<file path="src/hdl/vvff_pkg.sv">
// Shared constants, types and codes of the voxel visible-face finder.
package vvff_pkg;

  localparam int CHUNK_SIZE   = 32;
  localparam int CHUNK_HEIGHT = 64;

  localparam int X_W       = 5;
  localparam int Y_W       = 5;
  localparam int Z_W       = 6;
  localparam int FACE_W    = 3;
  localparam int NUM_FACES = 6;

  localparam int VOXELS = CHUNK_SIZE * CHUNK_SIZE * CHUNK_HEIGHT;
  localparam int ADDR_W = $clog2(VOXELS);

  // Probe 0 reads the voxel itself, probes 1..6 read the neighbours.
  localparam int NUM_PROBES = NUM_FACES + 1;
  localparam int STEP_W     = $clog2(NUM_PROBES + 1);

  localparam logic CMD_WRITE = 1'b0;
  localparam logic CMD_QUERY = 1'b1;

  typedef logic [FACE_W-1:0] face_t;
  typedef logic [STEP_W-1:0] step_t;

  localparam face_t FACE_RIGHT  = face_t'(0);
  localparam face_t FACE_LEFT   = face_t'(1);
  localparam face_t FACE_FRONT  = face_t'(2);
  localparam face_t FACE_BACK   = face_t'(3);
  localparam face_t FACE_TOP    = face_t'(4);
  localparam face_t FACE_BOTTOM = face_t'(5);

  localparam step_t STEP_CENTRE      = step_t'(0);
  localparam step_t STEP_CENTRE_DATA = step_t'(1);
  localparam step_t STEP_FACE_DATA   = step_t'(2);
  localparam step_t STEP_LAST        = step_t'(NUM_PROBES);

  typedef enum logic [1:0] {
    ST_CLEAR,
    ST_IDLE,
    ST_PROBE,
    ST_EMIT
  } ctrl_state_t;

  typedef struct packed {
    logic  clear;
    logic  accept;
    logic  probe;
    step_t step;
    logic  emit;
  } dp_cmd_t;

  typedef struct packed {
    logic clear_done;
    logic is_query;
    logic faces_left;
  } dp_status_t;

endpackage

</file>
<file path="src/hdl/vvff_ctrl.sv">
// Controller state machine: memory clear, item accept, probe sequence, face output.
module vvff_ctrl (
  input  logic                 clk,
  input  logic                 rst_n,
  input  logic                 in_valid,
  output logic                 in_ready,
  input  vvff_pkg::dp_status_t status,
  output vvff_pkg::dp_cmd_t    cmd
);
  import vvff_pkg::*;

  ctrl_state_t state_r, state_nxt;
  step_t       step_r, step_nxt;

  always_ff @(posedge clk) begin
    if (!rst_n) begin
      state_r <= ST_CLEAR;
      step_r  <= STEP_CENTRE;
    end else begin
      state_r <= state_nxt;
      step_r  <= step_nxt;
    end
  end

  always_comb begin
    state_nxt = state_r;
    step_nxt  = STEP_CENTRE;
    case (state_r)
      ST_CLEAR: begin
        if (status.clear_done) state_nxt = ST_IDLE;
      end
      ST_IDLE: begin
        if (in_valid && status.is_query) state_nxt = ST_PROBE;
      end
      ST_PROBE: begin
        if (step_r == STEP_LAST) begin
          state_nxt = ST_EMIT;
        end else begin
          step_nxt = step_r + step_t'(1);
        end
      end
      ST_EMIT: begin
        if (!status.faces_left) state_nxt = ST_IDLE;
      end
      default: state_nxt = ST_IDLE;
    endcase
  end

  always_comb begin
    in_ready   = 1'b0;
    cmd.clear  = 1'b0;
    cmd.accept = 1'b0;
    cmd.probe  = 1'b0;
    cmd.step   = step_r;
    cmd.emit   = 1'b0;
    case (state_r)
      ST_CLEAR: cmd.clear = 1'b1;
      ST_IDLE: begin
        in_ready   = 1'b1;
        cmd.accept = in_valid;
      end
      ST_PROBE: cmd.probe = 1'b1;
      ST_EMIT:  cmd.emit  = 1'b1;
      default: ;
    endcase
  end

endmodule

</file>
<file path="config.mk">
export PLATFORM = sky130hd
export DESIGN_NAME = vvff_ctrl
export DESIGN_NICKNAME = d
export VERILOG_FILES = /design/src/hdl/vvff_pkg.sv /design/src/hdl/vvff_ctrl.sv
export SDC_FILE = /design/constraint.sdc
export NUM_CORES = 1
export LEC_CHECK = 0
export ABC_AREA = 1
export BUFFER_PORTS_ARGS = -buffer_cell sky130_fd_sc_hd__buf_4
export CAP_MARGIN = 5
export CORE_AREA = 3 3 40 42
export CTS_CLUSTER_SIZE = 30
export DETAILED_ROUTE_END_ITERATION = 7
export DIE_AREA = 0 0 43 45
export SYNTH_ARGS = -nofsm -noshare
export SYNTH_HDL_FRONTEND = slang
export SYNTH_SLANG_ARGS = --single-unit
</file>
<file path="constraint.sdc">
create_clock -name clk -period 1.2 [get_ports clk]
set_input_delay 0.24 -clock clk [delete_from_list [all_inputs] [get_ports clk]]
set_output_delay 0.24 -clock clk [all_outputs]
set_load 0.02 [all_outputs]
</file>
# Word level (Yosys, flattened, before mapping)
# Index checks and enable logic that the tools add are counted.
# classes
n_bitwise,2
addsub,1
n_reduce_logical,4
n_mux,10
eq_ne,8
# op_table
operator,count
2-bit 2-to-1 mux,4
2-bit inequality test (second input constant),4
2-bit case mux with 4 select lines,1
1-bit 2-to-1 mux,5
2-bit == test (second input constant),2
4-bit AND reduction,1
3-bit by 1-bit adder with 3-bit output (second input constant),1
3-bit == test (second input constant),1
3-bit OR reduction,1
2-bit by 1-bit == test with 1-bit output (second input constant),1
2-bit logical NOT,1
1-bit NOT,2
1-bit logical AND,1
# word_totals
regBits,5
elab_cells,27
in_bits,6

# Longest topological paths before layout
# Gate-level depths: netlist of run 1.
# depth
word_depth,3
ltp_mapped,9
mapped_depth_nobuf,9

# Worst setup path after synthesis of run 1
# No wires, ideal clock.
# synth_path
path_kind,register -> register
start,register state_r[0]
end,register state_r[0]
setup_time_ns,0.113
arrival_ns,1.149
path_slack_ns,-0.062
synth_period_minus_slack_ns,1.262
path_stages_with_launch,9
path_cell_list,dfxtp_1 -> inv_1 -> ha_1 -> nand2_1 -> nand2_4 -> nor2_4 -> nand2_1 -> nand2_1 -> nor2_1
# synth_between
elab_chain_len,3
# synth_lines
element,line,text
from (decl),vvff_ctrl.sv:12,"ctrl_state_t state_r, state_nxt;"
from (signal assigned),vvff_ctrl.sv:20,state_r <= state_nxt;
2-bit == test (tied with other cells),vvff_ctrl.sv:28,case (state_r)
2-bit inequality test (no source line),-,
4-bit AND reduction (no source line),-,
# Parallel ways exist; a longest one is shown, timed or not.
# A chain may end at the register's enable or synchronous reset.

==> reports/metrics.csv, run 1 <==
stage;metric;value;unit
worst_setup_path;crit_family;flip-flops;
placement;post-dp-hpwl;483.6;µm
timing;setup_ws;-0.04301;ns
route;viasPerCell;3.773;
clocking;numCtsBuffers;3;
synthesis;ys_seq_elements;5;
placement;dpl.cell_count;70;
finish;multi_input_area;235.2;µm²
synthesis;yosysTopAreaCellShare;31.25;%
grt;antenna_found_initial;0;
timing;final-hold-violation-count;0;
finish;postLayoutCoreUtil;42.55;%
power;p_per_area;2042;nW/µm²
worst_setup_path;timing.reg2reg.setup_slack;0.04;ns
min_path;hp-start;rst_n;
synthesis;synth-seq-area-share;31.25;%
worst_setup_path;crit_cells;5;
worst_setup_path;crit_type;reg2out;
floorplanning;initial_core_util;24.93;%
clocking;cts_root_buffer;clkbuf_4;
worst_setup_path;cp_max_fo;4;
timing;fmax;804.5;MHz
run_status;violations;setup timing;
worst_setup_path;rr_startpoint;state_r[0];
finish;finalNetCount;74;
grt;grt_pass1_wl;910;µm
floorplanning;die_w;43;µm
power;p_leak;0.2626;nW
min_path;worstHoldEndpoint;state_r[1];
finish;mostFrequentLayoutCells;12 x buf_4, 7 x nand2_1, 7 x nor2_1;
clocking;htreeDepth;1;
timing;maxSlewHeadroom;91.41;%
finish;area_growth;70.70;%
timing;tightest_slew;0.1287;ns
placement;place_congestion;0.6803;
floorplanning;core;1285;µm²
run_status;outcome;finished with violations;
clocking;clock_path_buffers;2;
placement;io_buffers;13;
floorplanning;io_pins;14;
min_path;hold_depth;3;
synthesis;syn_nets;54;
worst_setup_path;worst-path-buf-inv;3;
clocking;clkSinkCount;5;
finish;antennaDiodeCount;0;
timing;rsz0062_at_grt;true;
synthesis;syn_area_per_cell;7.812;µm²
clocking;path_clk_slew;0.04;ns
route;ant_nets;0;
power;peakVddDrop;988.0;µV
route;drc;0;
placement;post_dp_cell_area;454.2;µm²
worst_setup_path;critical_path.max_stage_delay;0.37;ns
grt;grt_usage;6.083;%
route;vias;283;
worst_setup_path;cpMaxStageDelayCell;dfxtp_4;
route;initialDrtViolationCount;1;
worst_setup_path;cp-end-kind;primary output;
timing;setup_viol;3;
worst_setup_path;critPathLaunchType;flip-flop;
timing;fin_skew;0.0005130;ns
worst_setup_path;reg2reg_depth;8;
floorplanning;row_count;13;
synthesis;synth_cells;41;
floorplanning;die_y;45;µm
route;dr.pass1.iters;2;
worst_setup_path;crit_required;0.96;ns
finish;drive_gt1_share;63.33;%
finish;fillers;120;
synthesis;synth_top_area_cell;dfxtp_1;
route;routedWlPerCell;7.533;µm
clocking;cts_tree;built;
grt;grt_overflow;0;
power;total_power;1.116;mW
grt;grt_max_degree;6;
finish;stdcell_count;75;
synthesis;syn-cell-area;320.3;µm²
grt;grt_pass1_vias;266;
timing;whs;0.2540;ns
run;drv_cap;0;
synthesis;synth_cell_types;10;
synthesis;synthTopCellsByArea;dfxtp_1 31%, ha_1 27%, nand2_1 9.4%, inv_1 8.2%, nor2_1 8.2%;
floorplanning;dieArea;1935;µm²
finish;fin_area;546.8;µm²
synthesis;ys_warn_count;0;
finish;seq_area;110.1;µm²
timing;slew_viol_final;0;
worst_setup_path;r2r_end;state_r[0];
worst_setup_path;path_cells;inv_4 -> ha_4 -> nand2_2 -> inv_2 -> buf_6;
finish;final_common_cell;buf_4;
timing;min_period;1.243;ns
worst_setup_path;crit_arrival;1.00;ns
timing;finalCritPeriodShare;103.6;%
clocking;worstSkewPairLatency;0.23;ns
min_path;hold_class;in2reg;
route;drt-total-wl;565;µm
worst max-delay path by stage:
stage | start | endpoint
floorplan | state_r[0] | state_r[0]
global placement | state_r[1] | state_r[0]
detailed placement | state_r[0] | state_r[0]
CTS | state_r[1] | cmd[5]
global route | state_r[1] | cmd[5]
finish | state_r[1] | cmd[5]
Yosys cell counts:
master and instances:
ha_1 7, inv_2 1, nand2_2 3, nand3_1 1, inv_1 7, dfxtp_1 5, nor2_4 1, nor2_1 7
nand2_4 1, nand2_1 8
per-layer routing:
layer,vias to the layer above,share of wire [%],track usage (%),routed length (µm)
li1,160,-,-,-
met1,114,39,6.280,223
met2,9,51,10.78,290
met3,0,9.2,3.187,52
met4,0,0,1.807,0
met5,-,0,0,0
tightest hold or removal path, delay by kind of cell:
family,cells,cell delay (ns)
buffers and inverters,1,0.12
and+or+nand+nor,2,0.09
cells by family after synthesis:
family	Yosys count	share of synthesized area (%)
fa+ha+maj	7	27.34
flops	5	31.25
simple gates	21	32.03
buf+inv	8	9.375
metrics by stage:
stage,setup TNS [ns],worst slack [ns]
2_1_floorplan,0,0.004819
3_3_place_gp,-0.004819,-0.004391
3_5_place_dp,-0.03295,-0.01876
4_1_cts,-0.1435,-0.08715
5_1_grt,-0.3079,-0.08627
6_report,-0.06316,-0.04301
cell type report:
class | count | share of cell area [%]
well taps | 15 | 3.432
repair buffers | 15 | 22.65
inverters | 8 | 5.950
multi-input cells | 28 | 43.02
flip-flops and latches | 5 | 20.14
clock buffers | 4 | 4.805
power breakdown:
part | internal, mW | switching (mW)
registers | 0.223 | 0.0584
logic | 0.310 | 0.342
clock network | 0.125 | 0.0579
what timing repair did:
| action | 4_1_cts | 5_1_grt |
|---|---|---|
| pin swaps | 2 | 2 |
| setup endpoints to repair | 7 | 7 |
| setup buffers | 1 | 0 |
| resized for setup | 9 | 9 |
| hold buffers | 0 | 0 |
sequential cells by signal, summed over array words and instances, names as in the netlist:
name and count:
state_r 2, step_r 3
(Power assumes the default switching activity.)
==> run 2, diff against run 1 <==
- CTS_BUF_LIST: not set -> sky130_fd_sc_hd__clkbuf_2 sky130_fd_sc_hd__clkbuf_4 sky130_fd_sc_hd__clkbuf_8
==> reports/metrics.csv, run 2 (synthesis results as in run 1) <==
stage;metric;value;unit;change
run_status;outcome;finished with violations;;unchanged
run_status;violations;setup timing;;unchanged
timing;min_period;1.242;ns;was 1.243 ns
clocking;cts_root_buffer;clkbuf_4;;unchanged
placement;post_dp_cell_area;454.2;µm²;unchanged
finish;fin_area;550.5;µm²;was 546.8 µm²
route;drc;0;;unchanged
timing;finalCritPeriodShare;103.5;%;was 103.6%
finish;drive_gt1_share;65.00;%;was 63.33%
worst_setup_path;crit_path_start;state_r[1];;unchanged
min_path;hp-start;rst_n;;unchanged
route;dr.pass1.iters;2;;unchanged
finish;mostFrequentLayoutCells;12 x buf_4, 7 x nand2_1, 7 x nor2_1;;unchanged
grt;grt_pass1_wl;903;µm;was 910 µm
floorplanning;dieArea;1935;µm²;unchanged
timing;maxSlewHeadroom;91.41;%;unchanged
clocking;cts_tree;built;;unchanged
finish;area_growth;71.88;%;was 70.70%
worst_setup_path;rr_startpoint;state_r[0];;unchanged
timing;slew_viol_final;0;;unchanged
grt;grt_overflow;0;;unchanged
clocking;clock_path_buffers;2;;unchanged
floorplanning;die_y;45;µm;unchanged
clocking;worstSkewPairLatency;0.23;ns;about the same
floorplanning;core;1285;µm²;unchanged
grt;grt_pass1_vias;266;;unchanged
floorplanning;io_pins;14;;unchanged
finish;largest_register;step_r;;unchanged
power;p_per_area;2062;nW/µm²;was 2042 nW/µm²
placement;pre_cts_slack;-0.01876;ns;unchanged
placement;io_buffers;13;;unchanged
finish;final_common_cell;buf_4;;unchanged
timing;whs;0.2538;ns;was 0.2540 ns
clocking;clkSinkCount;5;;unchanged
route;routedWlPerCell;7.440;µm;was 7.533 µm
finish;largest_reg_flops;3;;unchanged
timing;tightest_slew;0.1287;ns;unchanged
worst_setup_path;cp-end-kind;primary output;;unchanged
worst_setup_path;crit_type;reg2out;;unchanged
worst_setup_path;reg2reg_depth;8;;unchanged
clocking;path_clk_slew;0.04;ns;about the same
min_path;hold_depth;3;;unchanged
floorplanning;row_count;13;;unchanged
route;drt-total-wl;558;µm;was 565 µm
finish;stdcell_count;75;;unchanged
timing;setup_ws;-0.04169;ns;was -0.04301 ns
worst_setup_path;crit_arrival;1.00;ns;about the same
min_path;hold_class;in2reg;;unchanged
timing;rsz0062_at_grt;true;;unchanged
placement;dpl.cell_count;70;;unchanged
finish;antennaDiodeCount;0;;unchanged
route;vias;281;;was 283
clocking;htreeDepth;1;;unchanged
timing;final-hold-violation-count;0;;unchanged
floorplanning;die_w;43;µm;unchanged
route;viasPerCell;3.747;;was 3.773
placement;place_congestion;0.6803;;unchanged
timing;fin_skew;0.001150;ns;was 0.0005130 ns
worst_setup_path;crit_required;0.96;ns;about the same
floorplanning;initial_core_util;24.93;%;unchanged
power;peakVddDrop;990.2;µV;was 988.0 µV
route;initialDrtViolationCount;3;;was 1
finish;finalNetCount;74;;unchanged
grt;antenna_found_initial;0;;unchanged
power;p_leak;0.2661;nW;was 0.2626 nW
grt;grt_max_degree;6;;unchanged
placement;post-dp-hpwl;483.6;µm;unchanged
clocking;numCtsBuffers;3;;unchanged
clocking;holdBufCountCts;0;;unchanged
grt;grt_usage;6.000;%;was 6.083%
finish;reg_top3;step_r x3, state_r x2;;unchanged
timing;fmax;805.4;MHz;was 804.5 MHz
worst_setup_path;cp_max_fo;4;;unchanged
route;ant_nets;0;;unchanged
run;drv_cap;0;;unchanged
timing;setup_viol;2;;was 3
worst_setup_path;critPathLaunchType;flip-flop;;unchanged
## run 2: final cells by class
| type | instances | area, µm² |
|---|---|---|
| fillers | 122 | 734.5 |
| multi-input cells | 28 | 235.2 |
| well taps | 15 | 18.77 |
| flip-flops and latches | 5 | 110.1 |
| repair buffers | 15 | 123.9 |
| clock buffers | 4 | 30.03 |
| inverters | 8 | 32.53 |
## run 2: metrics by stage
stage | power [mW] | setup TNS [ns] | utilization, %
after detailed placement | 0.8250 | -0.03295 | 35.35
final | 1.135 | -0.05982 | 42.84
after CTS | 1.129 | -0.1427 | 40.31
after global routing | 1.227 | -0.2902 | 42.84
after floorplan | 0.6613 | 0 | -
after global placement | 0.8258 | -0.004819 | 35.35
## run 2: report_power, final
| part | internal, mW | switching (mW) |
|---|---|---|
| Clock | 0.147 | 0.0568 |
| Combinational | 0.310 | 0.339 |
| Sequential | 0.223 | 0.0583 |
| Total | 0.681 | 0.455 |
## run 2: routing by layer
layer	track usage, %	share of wire, %	up-vias
li1	-	-	160
met3	3.187	6.8	0
met5	0	0	-
met1	6.280	42	114
met2	10.48	51	7
met4	1.807	0	0
## run 2: path summary, 6_finish.rpt
path | end | slack (ns)
setup / recovery | cmd[5] | -0.04
hold / removal | state_r[1] | 0.25
setup reg to reg | state_r[0] | 0.06
hold reg to reg | state_r[1] | 0.53
## run 2: worst max-delay path, cell delays in order, from the launching register on
cell     delay (ns)
dfxtp_4        0.37
inv_4          0.05
ha_4           0.16
nand2_2        0.05
inv_2          0.03
buf_6          0.12
## run 2: timing repair
item / CTS / global route
setup endpoints to repair: 7 / 7
resized for setup: 9 / 9
gates cloned: 0 / 0
setup buffers: 1 / 0
pin swaps: 2 / 2
